File: config.mk
export PLATFORM = sky130hd
export DESIGN_NAME = hilbert_2d_codec_core
export DESIGN_NICKNAME = d
export VERILOG_FILES = /design/src/rtl/core/hbc_pkg.sv /design/src/rtl/core/hilbert_2d_codec_core.sv /design/src/rtl/core/hbc_encode.sv /design/src/rtl/core/hbc_decode.sv
export SDC_FILE = /design/constraint.sdc
export NUM_CORES = 1
export LEC_CHECK = 0
export ABC_AREA = 1
export BUFFER_PORTS_ARGS = -buffer_cell sky130_fd_sc_hd__buf_4
export CORE_MARGIN = 2
export CORE_UTILIZATION = 25
export CTS_CLUSTER_SIZE = 40
export DETAILED_ROUTE_END_ITERATION = 8
export SLEW_MARGIN = 0
export SYNTH_ARGS = -nofsm -noshare
export SYNTH_HDL_FRONTEND = slang
export SYNTH_SLANG_ARGS = --single-unit
export TNS_END_PERCENT = 10
File: constraint.sdc
create_clock -name aclk -period 16 [get_ports aclk]
set_clock_uncertainty 0.05 [all_clocks]
set_input_delay 2.4 -clock aclk [delete_from_list [all_inputs] [get_ports aclk]]
set_output_delay 2.4 -clock aclk [all_outputs]
set_load 0.1 [all_outputs]
File: src/rtl/core/hbc_pkg.sv
// ----------------------------------------------------------------------------
// hbc_pkg
// Shared widths, codes and reset values of the 2D Hilbert curve codec.
// ----------------------------------------------------------------------------
package hbc_pkg;

    localparam int ORDER_W  = 6;
    localparam int COORD_W  = 32;
    localparam int INDEX_W  = 64;

    localparam int MAX_ORDER_DEF = 32;

    // s_tdata: coord_x, coord_y, curve_index
    localparam int S_DATA_W = 2 * COORD_W + INDEX_W;
    // m_tdata: index_out, x_out, y_out
    localparam int M_DATA_W = INDEX_W + 2 * COORD_W;

    localparam logic FUNC_ENCODE = 1'b0;
    localparam logic FUNC_DECODE = 1'b1;

    localparam logic [ORDER_W-1:0] CURVE_ORDER_RST = 6'd16;

endpackage

File: src/rtl/core/hilbert_2d_codec_core.sv
// ----------------------------------------------------------------------------
// hilbert_2d_codec_core
// Two-stage stream codec between 2D grid cells and Hilbert curve indices.
// ----------------------------------------------------------------------------
// One item per clock while m_tready is high: an input register feeds the
// encode and decode logic, whose result is caught in an output register.
// While a result waits on m_tready, the input side takes a beat only if
// the input register is empty. curve_order (reset 16) sets the number of
// levels; 0 or above MAX_ORDER returns order_error with all data zero.
// Write curve_order only while no beat is in flight.
module hilbert_2d_codec_core
    import hbc_pkg::*;
#(
    parameter int MAX_ORDER = MAX_ORDER_DEF
) (
    input  logic                aclk,
    input  logic                aresetn,

    input  logic                cfg_valid,
    output logic                cfg_ready,
    input  logic [ORDER_W-1:0]  cfg_data,   // curve_order

    input  logic                s_tvalid,
    output logic                s_tready,
    input  logic [S_DATA_W-1:0] s_tdata,    // coord_x, coord_y, curve_index
    input  logic                s_tuser,    // func

    output logic                m_tvalid,
    input  logic                m_tready,
    output logic [M_DATA_W-1:0] m_tdata,    // index_out, x_out, y_out
    output logic                m_tuser     // order_error
);

    logic [ORDER_W-1:0]  curve_order_reg, curve_order_next;

    logic                in_valid_reg, in_valid_next;
    logic                in_func_reg, in_func_next;
    logic [COORD_W-1:0]  in_x_reg, in_x_next;
    logic [COORD_W-1:0]  in_y_reg, in_y_next;
    logic [INDEX_W-1:0]  in_idx_reg, in_idx_next;

    logic                out_valid_reg, out_valid_next;
    logic [M_DATA_W-1:0] out_data_reg, out_data_next;
    logic                out_err_reg, out_err_next;

    logic                out_adv;
    logic                in_adv;
    logic                order_bad;
    logic [INDEX_W-1:0]  enc_index;
    logic [COORD_W-1:0]  dec_x;
    logic [COORD_W-1:0]  dec_y;
    logic [INDEX_W-1:0]  res_index;
    logic [COORD_W-1:0]  res_x;
    logic [COORD_W-1:0]  res_y;

    hbc_encode #(.MAX_ORDER(MAX_ORDER)) u_encode (
        .coord_x   (in_x_reg),
        .coord_y   (in_y_reg),
        .order     (curve_order_reg),
        .index_out (enc_index)
    );

    hbc_decode #(.MAX_ORDER(MAX_ORDER)) u_decode (
        .curve_index (in_idx_reg),
        .order       (curve_order_reg),
        .x_out       (dec_x),
        .y_out       (dec_y)
    );

    assign out_adv   = !out_valid_reg || m_tready;
    assign in_adv    = !in_valid_reg || out_adv;
    assign order_bad = (curve_order_reg == '0) ||
                       (curve_order_reg > ORDER_W'(MAX_ORDER));

    assign res_index = (!order_bad && in_func_reg == FUNC_ENCODE) ? enc_index : '0;
    assign res_x     = (!order_bad && in_func_reg == FUNC_DECODE) ? dec_x : '0;
    assign res_y     = (!order_bad && in_func_reg == FUNC_DECODE) ? dec_y : '0;

    always_comb begin
        curve_order_next = curve_order_reg;
        in_valid_next    = in_valid_reg;
        in_func_next     = in_func_reg;
        in_x_next        = in_x_reg;
        in_y_next        = in_y_reg;
        in_idx_next      = in_idx_reg;
        out_valid_next   = out_valid_reg;
        out_data_next    = out_data_reg;
        out_err_next     = out_err_reg;

        if (cfg_valid) begin
            curve_order_next = cfg_data;
        end

        if (in_adv) begin
            in_valid_next = s_tvalid;
            if (s_tvalid) begin
                in_func_next = s_tuser;
                in_x_next    = s_tdata[COORD_W-1:0];
                in_y_next    = s_tdata[2*COORD_W-1:COORD_W];
                in_idx_next  = s_tdata[S_DATA_W-1:2*COORD_W];
            end
        end

        if (out_adv) begin
            out_valid_next = in_valid_reg;
            if (in_valid_reg) begin
                out_data_next = {res_y, res_x, res_index};
                out_err_next  = order_bad;
            end
        end
    end

    always_ff @(posedge aclk) begin
        if (!aresetn) begin
            curve_order_reg <= CURVE_ORDER_RST;
            in_valid_reg    <= 1'b0;
            out_valid_reg   <= 1'b0;
        end else begin
            curve_order_reg <= curve_order_next;
            in_valid_reg    <= in_valid_next;
            out_valid_reg   <= out_valid_next;
        end
        in_func_reg  <= in_func_next;
        in_x_reg     <= in_x_next;
        in_y_reg     <= in_y_next;
        in_idx_reg   <= in_idx_next;
        out_data_reg <= out_data_next;
        out_err_reg  <= out_err_next;
    end

    assign cfg_ready = 1'b1;
    assign s_tready  = in_adv;
    assign m_tvalid  = out_valid_reg;
    assign m_tdata   = out_data_reg;
    assign m_tuser   = out_err_reg;

endmodule

File: src/rtl/core/hbc_encode.sv
// ----------------------------------------------------------------------------
// hbc_encode
// Cell (x, y) to Hilbert index, walked from the top level down.
// ----------------------------------------------------------------------------
module hbc_encode
    import hbc_pkg::*;
#(
    parameter int MAX_ORDER = MAX_ORDER_DEF
) (
    input  logic [COORD_W-1:0] coord_x,
    input  logic [COORD_W-1:0] coord_y,
    input  logic [ORDER_W-1:0] order,
    output logic [INDEX_W-1:0] index_out
);

    // Reflect/swap ops form a commutative group, so the pending transform
    // of the lower bits is just two flags: swap and complement.
    logic [MAX_ORDER:0]     swp;
    logic [MAX_ORDER:0]     neg;
    logic [MAX_ORDER-1:0]   act;
    logic [MAX_ORDER-1:0]   bx;
    logic [MAX_ORDER-1:0]   by;
    logic [2*MAX_ORDER-1:0] quad;

    assign swp[MAX_ORDER] = 1'b0;
    assign neg[MAX_ORDER] = 1'b0;

    for (genvar l = 0; l < MAX_ORDER; l++) begin : g_lvl
        assign act[l] = (ORDER_W'(l) < order);
        assign bx[l]  = (swp[l+1] ? coord_y[l] : coord_x[l]) ^ neg[l+1];
        assign by[l]  = (swp[l+1] ? coord_x[l] : coord_y[l]) ^ neg[l+1];

        assign swp[l] = swp[l+1] ^ (act[l] & ~by[l]);
        assign neg[l] = neg[l+1] ^ (act[l] & ~by[l] & bx[l]);

        assign quad[2*l+1] = act[l] & bx[l];
        assign quad[2*l]   = act[l] & (bx[l] ^ by[l]);
    end

    assign index_out = INDEX_W'(quad);

endmodule

File: src/rtl/core/hbc_decode.sv
// ----------------------------------------------------------------------------
// hbc_decode
// Hilbert index to cell (x, y); each level's bits take the transform of all
// levels above it.
// ----------------------------------------------------------------------------
module hbc_decode
    import hbc_pkg::*;
#(
    parameter int MAX_ORDER = MAX_ORDER_DEF
) (
    input  logic [INDEX_W-1:0] curve_index,
    input  logic [ORDER_W-1:0] order,
    output logic [COORD_W-1:0] x_out,
    output logic [COORD_W-1:0] y_out
);

    logic [MAX_ORDER-1:0] act;
    logic [MAX_ORDER-1:0] bx;
    logic [MAX_ORDER-1:0] by;
    logic [MAX_ORDER-1:0] op_swp;
    logic [MAX_ORDER-1:0] op_neg;
    logic [MAX_ORDER-1:0] sfx_swp;
    logic [MAX_ORDER-1:0] sfx_neg;
    logic [MAX_ORDER-1:0] xb;
    logic [MAX_ORDER-1:0] yb;

    for (genvar l = 0; l < MAX_ORDER; l++) begin : g_lvl
        localparam logic [MAX_ORDER-1:0] HiMask =
            ~(MAX_ORDER'((64'd1 << (l + 1)) - 64'd1));

        assign act[l]    = (ORDER_W'(l) < order);
        assign bx[l]     = act[l] & curve_index[2*l+1];
        assign by[l]     = act[l] & (curve_index[2*l] ^ curve_index[2*l+1]);
        assign op_swp[l] = act[l] & ~by[l];
        assign op_neg[l] = act[l] & ~by[l] & bx[l];

        // parity of the ops of all higher levels
        assign sfx_swp[l] = ^(op_swp & HiMask);
        assign sfx_neg[l] = ^(op_neg & HiMask);

        assign xb[l] = (sfx_swp[l] ? by[l] : bx[l]) ^ sfx_neg[l];
        assign yb[l] = (sfx_swp[l] ? bx[l] : by[l]) ^ sfx_neg[l];
    end

    assign x_out = COORD_W'(xb);
    assign y_out = COORD_W'(yb);

endmodule
Yosys cells after proc, flatten, opt, wreduce, memory -nomap -nowiden

Index checks and enable logic that the tools add are counted.

Order comparisons: 33
Multiplexer cells: 124
Bitwise operators: 563
Reductions and logical operators: 73

Operators with widths:

| operator             | count |
|---|---|
| $reduce_xor A32 Y1   | 62 |
| $and A1 B1 Y1        | 252 |
| $xor A1 B1 Y1        | 248 |
| $mux W1              | 124 |
| $lt A5 B6 Y1 const A | 16 |
| $not A1 Y1           | 63 |
| $lt A4 B6 Y1 const A | 8 |
| $lt A3 B6 Y1 const A | 4 |
| $lt A1 B6 Y1 const A | 2 |
| $lt A2 B6 Y1 const A | 2 |
| $gt A6 B6 Y1 const B | 1 |
| $logic_not A6 Y1     | 1 |
| $reduce_and A2 Y1    | 2 |
| $logic_not A1 Y1     | 3 |
| $logic_or A1 B1 Y1   | 3 |
| $logic_and A1 B1 Y1  | 2 |

Flip-flop bits (word level): 266
Bits of input ports: 140
Output and inout port bits: 132
Word-level logic and storage cells: 803

Depth between registers and ports, before layout

Gate-level depths: netlist of run 1.

Word-level depth: 156
Mapped depth: 181
Gate-level depth less buffers: 181

By module

From an unflattened synthesis of run 1, not the netlist that was laid out.

Cells, all modules: 2647
Area total of the unflattened synthesis: 18671.7 µm²

Modules (own cells, without submodules):

| module                | instances | cells each | area an instance (µm²) | seq. area each (µm²) |
|---|---|---|---|---|
| hilbert_2d_codec_core | 1         | 576        | 9223.8                 | 7907.6 |
| hbc_decode            | 1         | 1349       | 5923.2                 | 0.0 |
| hbc_encode            | 1         | 722        | 3524.6                 | 0.0 |

Worst setup path before layout of run 1

Ideal clock, no wire load.

Path type: reg-to-reg
Start: register curve_order_reg[2]
End: register out_data_reg[1] (netlist: m_tdata[1]), data pin
Library setup time: 0.255 ns
Arrival time: 13.261 ns
Data required time: 15.695 ns
Slack: 2.435 ns
Stages on the path, launching flop included: 165
Buffers on the path: 1
Period minus slack after synthesis: 13.565 ns
Cells stage by stage: dfxtp_1 -> buf_2 -> nand3_2 -> o21ai_4 -> nand3_1 -> nand3_1 -> nand2_1 -> nand2_2 -> nand3_2 -> o21ai_2 -> nand3_1 -> nand4_1 -> nand2_2 -> nand2_2 -> nand2_1 -> nand2_1 -> nand3_1 -> nand2_1 -> (+129 left out) -> nand2_2 -> nand3_2 -> nand2_2 -> nand2_2 -> nand2_2 -> nand2_1 -> nand2_1 -> nand3_2 -> nand2_2 -> nand2_2 -> nand2_2 -> nand3_1 -> nand3_1 -> nand2_1 -> nand2_1 -> nand2_1 -> a21oi_1 -> nor2_1

Cells in the longest elaborated chain, start to end: 155
Elaborated cells between the ends (all ways): 312
Those cells by class: 33 x order compare; 61 x mux; 214 x bitwise; 4 x reduce/logical

RTL lines:

| item                                           | line                               | source |
|---|---|---|
| start, declared                                | hilbert_2d_codec_core.sv:34        | `logic [ORDER_W-1:0] curve_order_reg, curve_order_next;` |
| start signal, assigned                         | hilbert_2d_codec_core.sv:119       | `curve_order_reg <= curve_order_next;` |
| $lt A5 B6 Y1                                   | hbc_encode.sv:29                   | `assign act[l] = (ORDER_W'(l) < order);` |
| $and A1 B1 Y1                                  | hbc_encode.sv:33, hbc_encode.sv:34 |  |
| $mux W1 or $and A1 B1 Y1 (tied branches)       | hbc_encode.sv:31, hbc_encode.sv:34 |  |
| $xor A1 B1 Y1                                  | hbc_encode.sv:31                   | `assign by[l] = (swp[l+1] ? coord_x[l] : coord_y[l]) ^ neg[l+1];` |
| $not A1 Y1                                     | hbc_encode.sv:33, hbc_encode.sv:34 |  |
| $and A1 B1 Y1                                  | hbc_encode.sv:33, hbc_encode.sv:34 |  |
| $xor A1 B1 Y1 or $and A1 B1 Y1 (tied branches) | hbc_encode.sv:33, hbc_encode.sv:34 |  |
| $mux W1 or $xor A1 B1 Y1 (tied branches)       | hbc_encode.sv:31, hbc_encode.sv:34 |  |
| (+139 left out)                                | -                                  |  |
| $mux W1 or $xor A1 B1 Y1 (tied branches)       | hbc_encode.sv:31, hbc_encode.sv:34 |  |
| $xor A1 B1 Y1                                  | hbc_encode.sv:31                   |  |
| $not A1 Y1                                     | hbc_encode.sv:33, hbc_encode.sv:34 |  |
| $and A1 B1 Y1                                  | hbc_encode.sv:33, hbc_encode.sv:34 |  |
| $xor A1 B1 Y1 or $and A1 B1 Y1 (tied branches) | hbc_encode.sv:33, hbc_encode.sv:34 |  |
| $mux W1 or $xor A1 B1 Y1 (tied branches)       | hbc_encode.sv:30, hbc_encode.sv:34 |  |
| $xor A1 B1 Y1                                  | hbc_encode.sv:30                   | `assign bx[l] = (swp[l+1] ? coord_y[l] : coord_x[l]) ^ neg[l+1];` |
| $and A1 B1 Y1                                  | hbc_encode.sv:36                   | `assign quad[2*l+1] = act[l] & bx[l];` |
| end signal, assigned                           | hilbert_2d_codec_core.sv:127       | `out_data_reg <= out_data_next;` |
| end, declared                                  | hilbert_2d_codec_core.sv:43        | `logic [M_DATA_W-1:0] out_data_reg, out_data_next;` |

Several ways; a longest one is shown, not always the timed one.
A chain may end at the register's enable or synchronous reset.

Worst setup path in the final report of run 1

Start: register curve_order_reg[1]
End: register out_data_reg[1] (netlist: m_tdata[1]), data pin

Same word-level chain as after synthesis.

==> impl_metrics.toml, run 1 <==
[status]
status = "finished, violations left"
violations = "negative setup slack"

[min_path]
hp-class = "reg -> reg"
min_from = "in_valid_reg$_SDFFE_PN0N_"

[routing]
viasPerCell = 4.62
dr.pass1.iters = 5
drc = 0
wl_per_cell_um = 16.5
vias = 12900
antenna_left = 0
wl_um = 45900
dr.first_iter.drc_count = 704

[yosys]
synth.avg_cell_area_um2 = 9.03
synth_area_leaders = "edfxtp_1 51%, nand2_1 8.5%, inv_1 5.0%"
yosysSeqAreaShare = 0.524
yosys_warnings = 0
ys_async_sr_fraction = 0
yosysUniqueCellTypes = 36
ys.flop_type = "edfxtp_1"
yosysMostFrequentCell = "nand2_1"
synth_area_um2 = 15100
synth_seq_cells = 266
synthCells = 1672
synth.net_count = 1812
synth_edf_count = 258
yosysTopAreaCell = "edfxtp_1"
synth_common_cells = "340 x nand2_1, 258 x edfxtp_1, 201 x inv_1"
synth_top_area_frac = 0.513

[clock_tree]
numCtsBuffers = 34
cts.clk_slew.worst_paths_ps = 60
ctsLongestPathBuffers = 3
cts.sinks = 266
cts-htree-levels = 2
tritoncts = "built"
cts-root-buf = "clkbuf_16"
clock_latency_ps = 540

[grt]
grt.overflow.total = 0
antenna_found_initial = 3
grt_max_degree = 130
grt_pass1_vias = 12500
track_usage = 0.139
grt_pass1_wl_um = 67500

[timing]
fin_ws_ps = -222
max_freq_mhz = 61.6
slew_headroom = 0.261
hold_viol_final = 0
worst_slew_pin_slew_ps = 1110
rsz0062_at_grt = "yes"
setup_violations = 2
min_period_ps = 16220
min_period_over_period = 1.01
finalSetupTns_ps = -250
drv_slew = 0

[setup_path]
timing.reg2reg.setup_slack_ps = -220
timing.rr.start = "curve_order_reg[1]$_SDFFE_PN0P_"
critPathLaunchType = "flip-flop"
path_class = "reg -> reg"
path_common_cell = "nand2_2"
crit_fanout = 6
slowest_stage = "dfxtp_4"
end_kind = "flip-flop"
required_ps = 16240
crit_start = "curve_order_reg[1]$_SDFFE_PN0P_"
critPathArrivalTime_ps = 16460
max_stage_delay_ps = 420

[die]
dieHeight_um = 250
rows = 90
ios = 272
die_w_um = 250
initial_core_util = 0.251
fp.dieArea_um2 = 62300
core_area_um2 = 60000

[finish]
final_net_count = 2122
final_core_util = 0.329
synthToLayoutAreaGrowth_pct = 30.7
antenna_cells = 0
largest_register_ffs = 128
layout-drive-gt1-share = 0.287

[place]
place.gp.congestion = 0.855
post-dp-hpwl_um = 33700
place.port_buffers = 270

[run]
maxCapViolCount = 0
==> layer usage <==
metal	vias up	wire length (um)	GRT usage	share of wire
met3	94	2290	0.0244	0.050
met2	360	22300	0.238	0.49
met5	-	0	0	0
li1	6339	-	-	-
met1	6086	19700	0.172	0.43
met4	0	1610	0.0580	0.035
==> cell type report <==
| class | instances | area (um^2) |
|---|---|---|
| fill | 6101 | 40300 |
| sequential | 266 | 7920 |
| multi-input combinational | 1171 | 6680 |
| timing repair buffer | 291 | 2200 |
| tap | 782 | 978 |
| clock buffer | 40 | 937 |
| inverter | 218 | 823 |
| clock inverter | 21 | 194 |
==> final timing paths <==
kind,depth (start not counted),endpoint
hold / removal,2,m_tvalid$_SDFFE_PN0P_
setup reg to reg,163,m_tdata[1]$_SDFFCE_PN0P_
setup / recovery,163,m_tdata[1]$_SDFFCE_PN0P_
hold reg to reg,2,m_tvalid$_SDFFE_PN0P_
==> worst max-delay path, delay by kind of cell (launching register included) <==
kind,cells,cell delay [ps]
AND/OR/NAND/NOR,153,14070
flip-flops,1,420
AO/OA/AOI/OAI,5,870
buffers and inverters,5,500
==> repair_timing <==
| action | CTS | global route |
|---|---|---|
| resized for setup | 4 | 93 |
| hold endpoints to repair | 0 | 0 |
| hold buffers | 0 | 0 |
| endpoints found under the setup margin | 1 | 5 |
| buffers inserted | 0 | 14 |
| pin swaps | 0 | 45 |
==> kinds of logic (layout without fill, tap and decap cells) <==
group,after synthesis,in the layout,synth area share
and+or+nand+nor,741,741,0.235
AOI/OAI and AO/OA,301,301,0.108
DFF,266,266,0.524
buffers and inverters,235,570,0.0594
xor gates and xnor gates,128,128,0.0743
other,1,1,0.000248
==> through the flow <==
| step | std cells | hold WS [ps] | setup WS (ps) | cell area (um^2) |
|---|---|---|---|---|
| 6_report | 2789 | 488 | -222 | 19700 |
| 5_1_grt | 2789 | 514 | -1770 | 19700 |
| 4_1_cts | 2775 | 493 | 21.4 | 19200 |
| 3_5_place_dp | 2714 | 484 | -155 | 18100 |
| 3_3_place_gp | 2714 | 462 | 557 | 18100 |
| 2_1_floorplan | 1672 | 399 | 2430 | 15100 |
==> cell usage in the layout, fill, tap and decap left out, drive strengths merged, types with 33 or more instances in the layout <==
cell type | synthesis | final
inv | 215 | 217
nor3 | 33 | 33
a21oi | 110 | 110
clkbuf | 10 | 40
xnor2 | 61 | 61
edfxtp | 258 | 258
nand3 | 123 | 123
nor2 | 97 | 97
buf | 7 | 291
nand2 | 422 | 422
xor2 | 67 | 67
o21ai | 162 | 162
nand4 | 53 | 53
Power of run 1 is left out: the tool's default activity adds up to more than one toggle a clock period on the data nets, which glitch-free logic cannot reach.
==> run 2, diff against run 1 <==
- CORE_UTILIZATION: 25 -> 40
- CTS_BUF_LIST: unset -> sky130_fd_sc_hd__clkbuf_4 sky130_fd_sc_hd__clkbuf_8
==> run 2 against run 1 <==
Against the previous run:
- the flow still finishes with violations (negative setup slack)
- global-route usage grew 6.9 points
- via count shrank 2.0%
- die area shrank 37%
- fmax grew 0.98%
- sequential share of layout area grew 1.1 points
- hold slack lost 6.2 ps
==> impl_metrics.toml, run 2 (synthesis results as in run 1) <==
[status]
status = "finished, violations left"
violations = "negative setup slack"

[setup_path]
slowest_stage = "edfxtp_1"
worstReg2RegEnd = "m_tdata[1]$_SDFFCE_PN0P_"
path_delay_family = "simple AND/OR/NAND/NOR gates"
max_stage_delay_ps = 410
crit_buf_inv = 6
reg2reg_depth = 166
path_class = "reg -> reg"
crit_fanout = 8
required_ps = 16310
path_common_cell = "nand2_2"
timing.reg2reg.setup_slack_ps = -60
end_kind = "flip-flop"
timing.rr.start = "in_y_reg[31]$_DFFE_PP_"
critPathArrivalTime_ps = 16370
critPathLaunchType = "flip-flop"

[place]
post-dp-hpwl_um = 30300
pre_cts_ws_ps = -114
place.port_buffers = 270
place.gp.congestion = 0.839

[finish]
layout-drive-gt1-share = 0.300
nFillCells = 3460
multi_input_area_um2 = 6700
layout_commonest_cell = "nand2_1"
final_cell_mix = "307 x nand2_1, 302 x buf_4, 258 x edfxtp_1"
seq_area_um2 = 7920
largest_register_ffs = 128
synthToLayoutAreaGrowth_pct = 27.4
final_net_count = 2147

[clock_tree]
cts-htree-levels = 2
tritoncts = "built"
ctsHoldBuffers = 0
numCtsBuffers = 48
cts.sinks = 266
cts-root-buf = "clkbuf_8"
cts.clk_slew.worst_paths_ps = 60
ctsLongestPathBuffers = 3
clock_latency_ps = 600

[min_path]
hp-class = "reg -> reg"
min_from = "in_valid_reg$_SDFFE_PN0N_"
whs_endpoint = "m_tvalid$_SDFFE_PN0P_"
min_path_cells = 2

[routing]
wl_per_cell_um = 16.3
wl_met1_um = 17900
viasPerCell = 4.96
wl_met2_um = 19700
dr.first_iter.drc_count = 646
vias = 12600
dr.pass1.iters = 4
wl_um = 41400
drc = 0
highest_layer = "met4"
antenna_left = 0
wl_met3_um = 2110

[timing]
hold_viol_final = 0
max_freq_mhz = 62.2
worst_slew_pin_slew_ps = 1100
drv_slew = 0
rsz0062_at_grt = "yes"
min_period_over_period = 1.00
slew_headroom = 0.267
min_period_ps = 16060
fin_ws_ps = -64.3
setup_violations = 1

[grt]
grt_max_degree = 77
grt.overflow.total = 0
track_usage = 0.208
grt_pass1_vias = 12100
antenna_found_initial = 1
grt_pass1_wl_um = 63100

[die]
initial_core_util = 0.403
core_area_um2 = 37400
ios = 272
rows = 71
dieHeight_um = 198
die_w_um = 198
fp.dieArea_um2 = 39300

[run]
maxCapViolCount = 0
## run 2: changes by cell type in the layout (fill, tap and decap cells not counted), sizes merged
cell      previous run  this run
buf                291       302
bufinv               3         0
clkbuf              40        71
clkinv              15        11
clkinvlp             4         0
diode                0         1
inv                217       214
## run 2: worst max-delay path by stage
stage / start / to / cells past startpoint
6_report: in_y_reg[31]$_DFFE_PP_ / m_tdata[1]$_SDFFCE_PN0P_ / 166
5_1_grt: in_y_reg[31]$_DFFE_PP_ / m_tdata[1]$_SDFFCE_PN0P_ / 171
4_1_cts: curve_order_reg[5]$_SDFFE_PN0P_ / m_tdata[1]$_SDFFCE_PN0P_ / 155
3_5_place_dp: curve_order_reg[1]$_SDFFE_PN0P_ / m_tdata[1]$_SDFFCE_PN0P_ / 153
3_3_place_gp: curve_order_reg[1]$_SDFFE_PN0P_ / m_tdata[1]$_SDFFCE_PN0P_ / 151
2_1_floorplan: curve_order_reg[2]$_SDFFE_PN0P_ / m_tdata[1]$_SDFFCE_PN0P_ / 164
## run 2: layer usage
layer	GRT usage	vias to the layer above
met5	0	-
met3	0.0356	103
met1	0.264	5819
li1	-	6379
met2	0.347	324
met4	0.0950	0
## run 2: area by class of cell
cell class	instances	area share
Sequential cell	266	0.412
Clock buffer	71	0.0440
Timing Repair Buffer	302	0.118
Clock inverter	7	0.00143
Antenna cell	1	0.000130
Inverter	218	0.0427
Tap cell	511	0.0333
Multi-Input combinational cell	1171	0.349
## run 2: timing repair
item / 4_1_cts / 5_1_grt
gates resized for setup: 2 / 101
endpoints found under the hold margin: 0 / 0
setup buffers: 0 / 23
pin swaps: 0 / 44
setup endpoints to repair: 1 / 5
## run 2: metrics by stage
| step | TNS (ps) | hold WS, ps | area, um^2 | util | instances |
|---|---|---|---|---|---|
| final | -64.3 | 482 | 19200 | 0.514 | 2547 |
| after global routing | -4470 | 511 | 19200 | 0.514 | 2546 |
| after CTS | 0 | 482 | 18600 | 0.498 | 2523 |
| after detailed placement | -114 | 475 | 17800 | 0.475 | 2445 |
| after global placement | 0 | 460 | 17800 | 0.475 | 2445 |
| after floorplan | 0 | 399 | 15100 | - | 1672 |
## run 2: worst reg2reg max path, delay by kind of cell (launching register included)
kind                   cells  cell delay [ps]
flip-flops                 1              410
AO/OA/AOI/OAI              2              390
AND/OR/NAND/NOR          158            14360
buffers and inverters      6              620
Power of run 2 is left out for the same reason.
==> run 3, diff against run 2 <==
- SYNTH_HIERARCHICAL: unset -> 1
==> run 3 against run 2 <==
Against the previous run:
- the flow still finishes with violations (negative setup slack)
- non-clock buffer count up 7
- sequential share of layout area down 6.8 points
- worst setup slack worse by 230 ps
- design area up 20%
- fmax down 1.4%
- synthesized cell count up 58%
- area after synthesis grew 24%
- critical path depth is 4 higher
- die area up 23%
- wire length increased by 30%
- cell count increased by 42%
- largest cell class is now multi-input combinational cells
==> impl_metrics.toml, run 3 <==
[run]
maxCapViolCount = 0

[grt]
grt_pass1_vias = 17000
grt.overflow.total = 0
grt_max_degree = 130
track_usage = 0.212
grt_pass1_wl_um = 82000
antenna_found_initial = 4

[timing]
hold_viol_final = 0
drv_slew = 0
slew_headroom = 0.302
min_period_ps = 16300
worst_slew_pin_slew_ps = 1050
finalSetupTns_ps = -296
max_freq_mhz = 61.4
rsz0062_at_grt = "yes"
fin_ws_ps = -296
min_period_over_period = 1.02
setup_violations = 1

[setup_path]
end_kind = "flip-flop"
slowest_stage = "dfxtp_4"
path_common_cell = "nand2_2"
max_stage_delay_ps = 390
required_ps = 16290
path_class = "reg -> reg"
critPathArrivalTime_ps = 16590
reg2reg_depth = 170
crit_fanout = 9
critPathLaunchType = "flip-flop"

[finish]
final_cell_mix = "852 x nand2_1, 405 x inv_1, 308 x buf_4"
final_net_count = 3110
synthToLayoutAreaGrowth_pct = 23.6
layout-drive-gt1-share = 0.214
largest_register_ffs = 128
layout_commonest_cell = "nand2_1"
nFillCells = 4535

[yosys]
yosysMostFrequentCell = "nand2_1"
yosysSeqAreaShare = 0.424
synth_area_leaders = "edfxtp_1 41%, nand2_1 18%, nand3_1 9.2%"
yosysUniqueCellTypes = 35
synth_common_cells = "903 x nand2_1, 408 x inv_1, 342 x nand3_1"
ys.flop_type = "edfxtp_1"
synth_seq_cells = 266
ys_async_sr_fraction = 0
synth_area_um2 = 18700
synth.avg_cell_area_um2 = 7.05
synth.net_count = 2787
synthCells = 2647
yosysTopAreaCell = "edfxtp_1"
synth_edf_count = 258
synth_top_area_frac = 0.415
yosys_warnings = 6

[place]
post-dp-hpwl_um = 38200
place.gp.congestion = 0.883
place.port_buffers = 270
pre_cts_ws_ps = -33.8

[min_path]
hp-class = "reg -> reg"
min_path_cells = 2

[clock_tree]
ctsHoldBuffers = 0
cts.sinks = 266
cts.clk_slew.worst_paths_ps = 60
ctsLongestPathBuffers = 3
tritoncts = "built"
clock_latency_ps = 650
cts-htree-levels = 2
cts-root-buf = "clkbuf_8"
numCtsBuffers = 48

[die]
dieHeight_um = 220
core_area_um2 = 46400
ios = 272
fp.dieArea_um2 = 48400
initial_core_util = 0.403
die_w_um = 220
rows = 79

[status]
status = "finished, violations left"
violations = "negative setup slack"

[routing]
wl_per_cell_um = 14.9
vias = 18100
dr.first_iter.drc_count = 1143
dr.pass1.iters = 6
antenna_left = 0
wl_um = 53800
viasPerCell = 5.00
drc = 0
[run 3: cell count changes in the layout (fill, tap and decap cells not counted), sizes merged, moves of 10 or more]
| cell | before | now |
|---|---|---|
| nor3 | 33 | 2 |
| clkinv | 11 | 23 |
| nor2 | 97 | 269 |
| o21ai | 162 | 89 |
| a21oi | 110 | 50 |
| nand2 | 422 | 964 |
| a211oi | 12 | 0 |
| xnor2 | 61 | 40 |
| nand3 | 123 | 363 |
| inv | 214 | 438 |
| xor2 | 67 | 57 |
[run 3: worst max-delay path, delay by kind of cell (launching register included)]
family / cells / cell delay [ps]
compound gates: 2 / 340
buf+inv: 5 / 440
flops: 1 / 390
simple gates: 163 / 14760
[run 3: per-stage QoR]
| stage | instance area, um^2 | instances | hold slack, ps | utilization |
|---|---|---|---|---|
| 2_1_floorplan | 18700 | 2647 | 397 | - |
| 3_3_place_gp | 21300 | 3496 | 463 | 0.458 |
| 3_5_place_dp | 21300 | 3496 | 484 | 0.458 |
| 4_1_cts | 22300 | 3586 | 495 | 0.481 |
| 5_1_grt | 23100 | 3618 | 524 | 0.498 |
| 6_report | 23100 | 3618 | 489 | 0.498 |
[run 3: timing repair]
| item | 4_1_cts | 5_1_grt |
|---|---|---|
| resized for setup | 3 | 139 |
| pin swaps | 0 | 61 |
| buffers inserted | 0 | 31 |
| setup endpoints to repair | 1 | 6 |
[run 3: layout make-up]
cell class | count | area [um^2] | area share
Multi-Input combinational cell | 1906 | 9360 | 0.406
Timing Repair Buffer | 309 | 2330 | 0.101
Clock buffer | 62 | 791 | 0.0343
Inverter | 439 | 1650 | 0.0716
Sequential cell | 266 | 7930 | 0.344
Antenna cell | 1 | 2.50 | 0.000108
Tap cell | 607 | 759 | 0.0329
Clock inverter | 28 | 249 | 0.0108
[run 3: logic make-up (layout without fill, tap and decap cells)]
| family | count (synthesis) | count (layout) | synth area share |
|---|---|---|---|
| and+or+nand+nor | 1656 | 1656 | 0.382 |
| xor gates and xnor gates | 97 | 97 | 0.0455 |
| other | 1 | 2 | 0.000201 |
| AOI/OAI and AO/OA | 152 | 152 | 0.0446 |
| DFF | 266 | 266 | 0.424 |
| buffers and inverters | 475 | 838 | 0.104 |
[run 3: path summary, 6_finish.rpt]
path / start / endpoint / slack [ps]
hold reg to reg: m_tvalid$_SDFFE_PN0P_ / m_tvalid$_SDFFE_PN0P_ / 490
setup / recovery: curve_order_reg[5]$_SDFFE_PN0P_ / m_tdata[1]$_SDFFCE_PN0P_ / -300
setup reg to reg: curve_order_reg[5]$_SDFFE_PN0P_ / m_tdata[1]$_SDFFCE_PN0P_ / -300
hold / removal: m_tvalid$_SDFFE_PN0P_ / m_tvalid$_SDFFE_PN0P_ / 490
[run 3: layer usage]
metal / up-vias / global-route usage / part of all wire / routed length [um]
li1: 9098 / - / - / -
met1: 8299 / 0.254 / 0.41 / 22100
met2: 557 / 0.373 / 0.49 / 26200
met3: 117 / 0.0465 / 0.071 / 3810
met4: 6 / 0.0776 / 0.031 / 1650
met5: - / 0 / 0.00069 / 37
Power of run 3 is left out for the same reason.
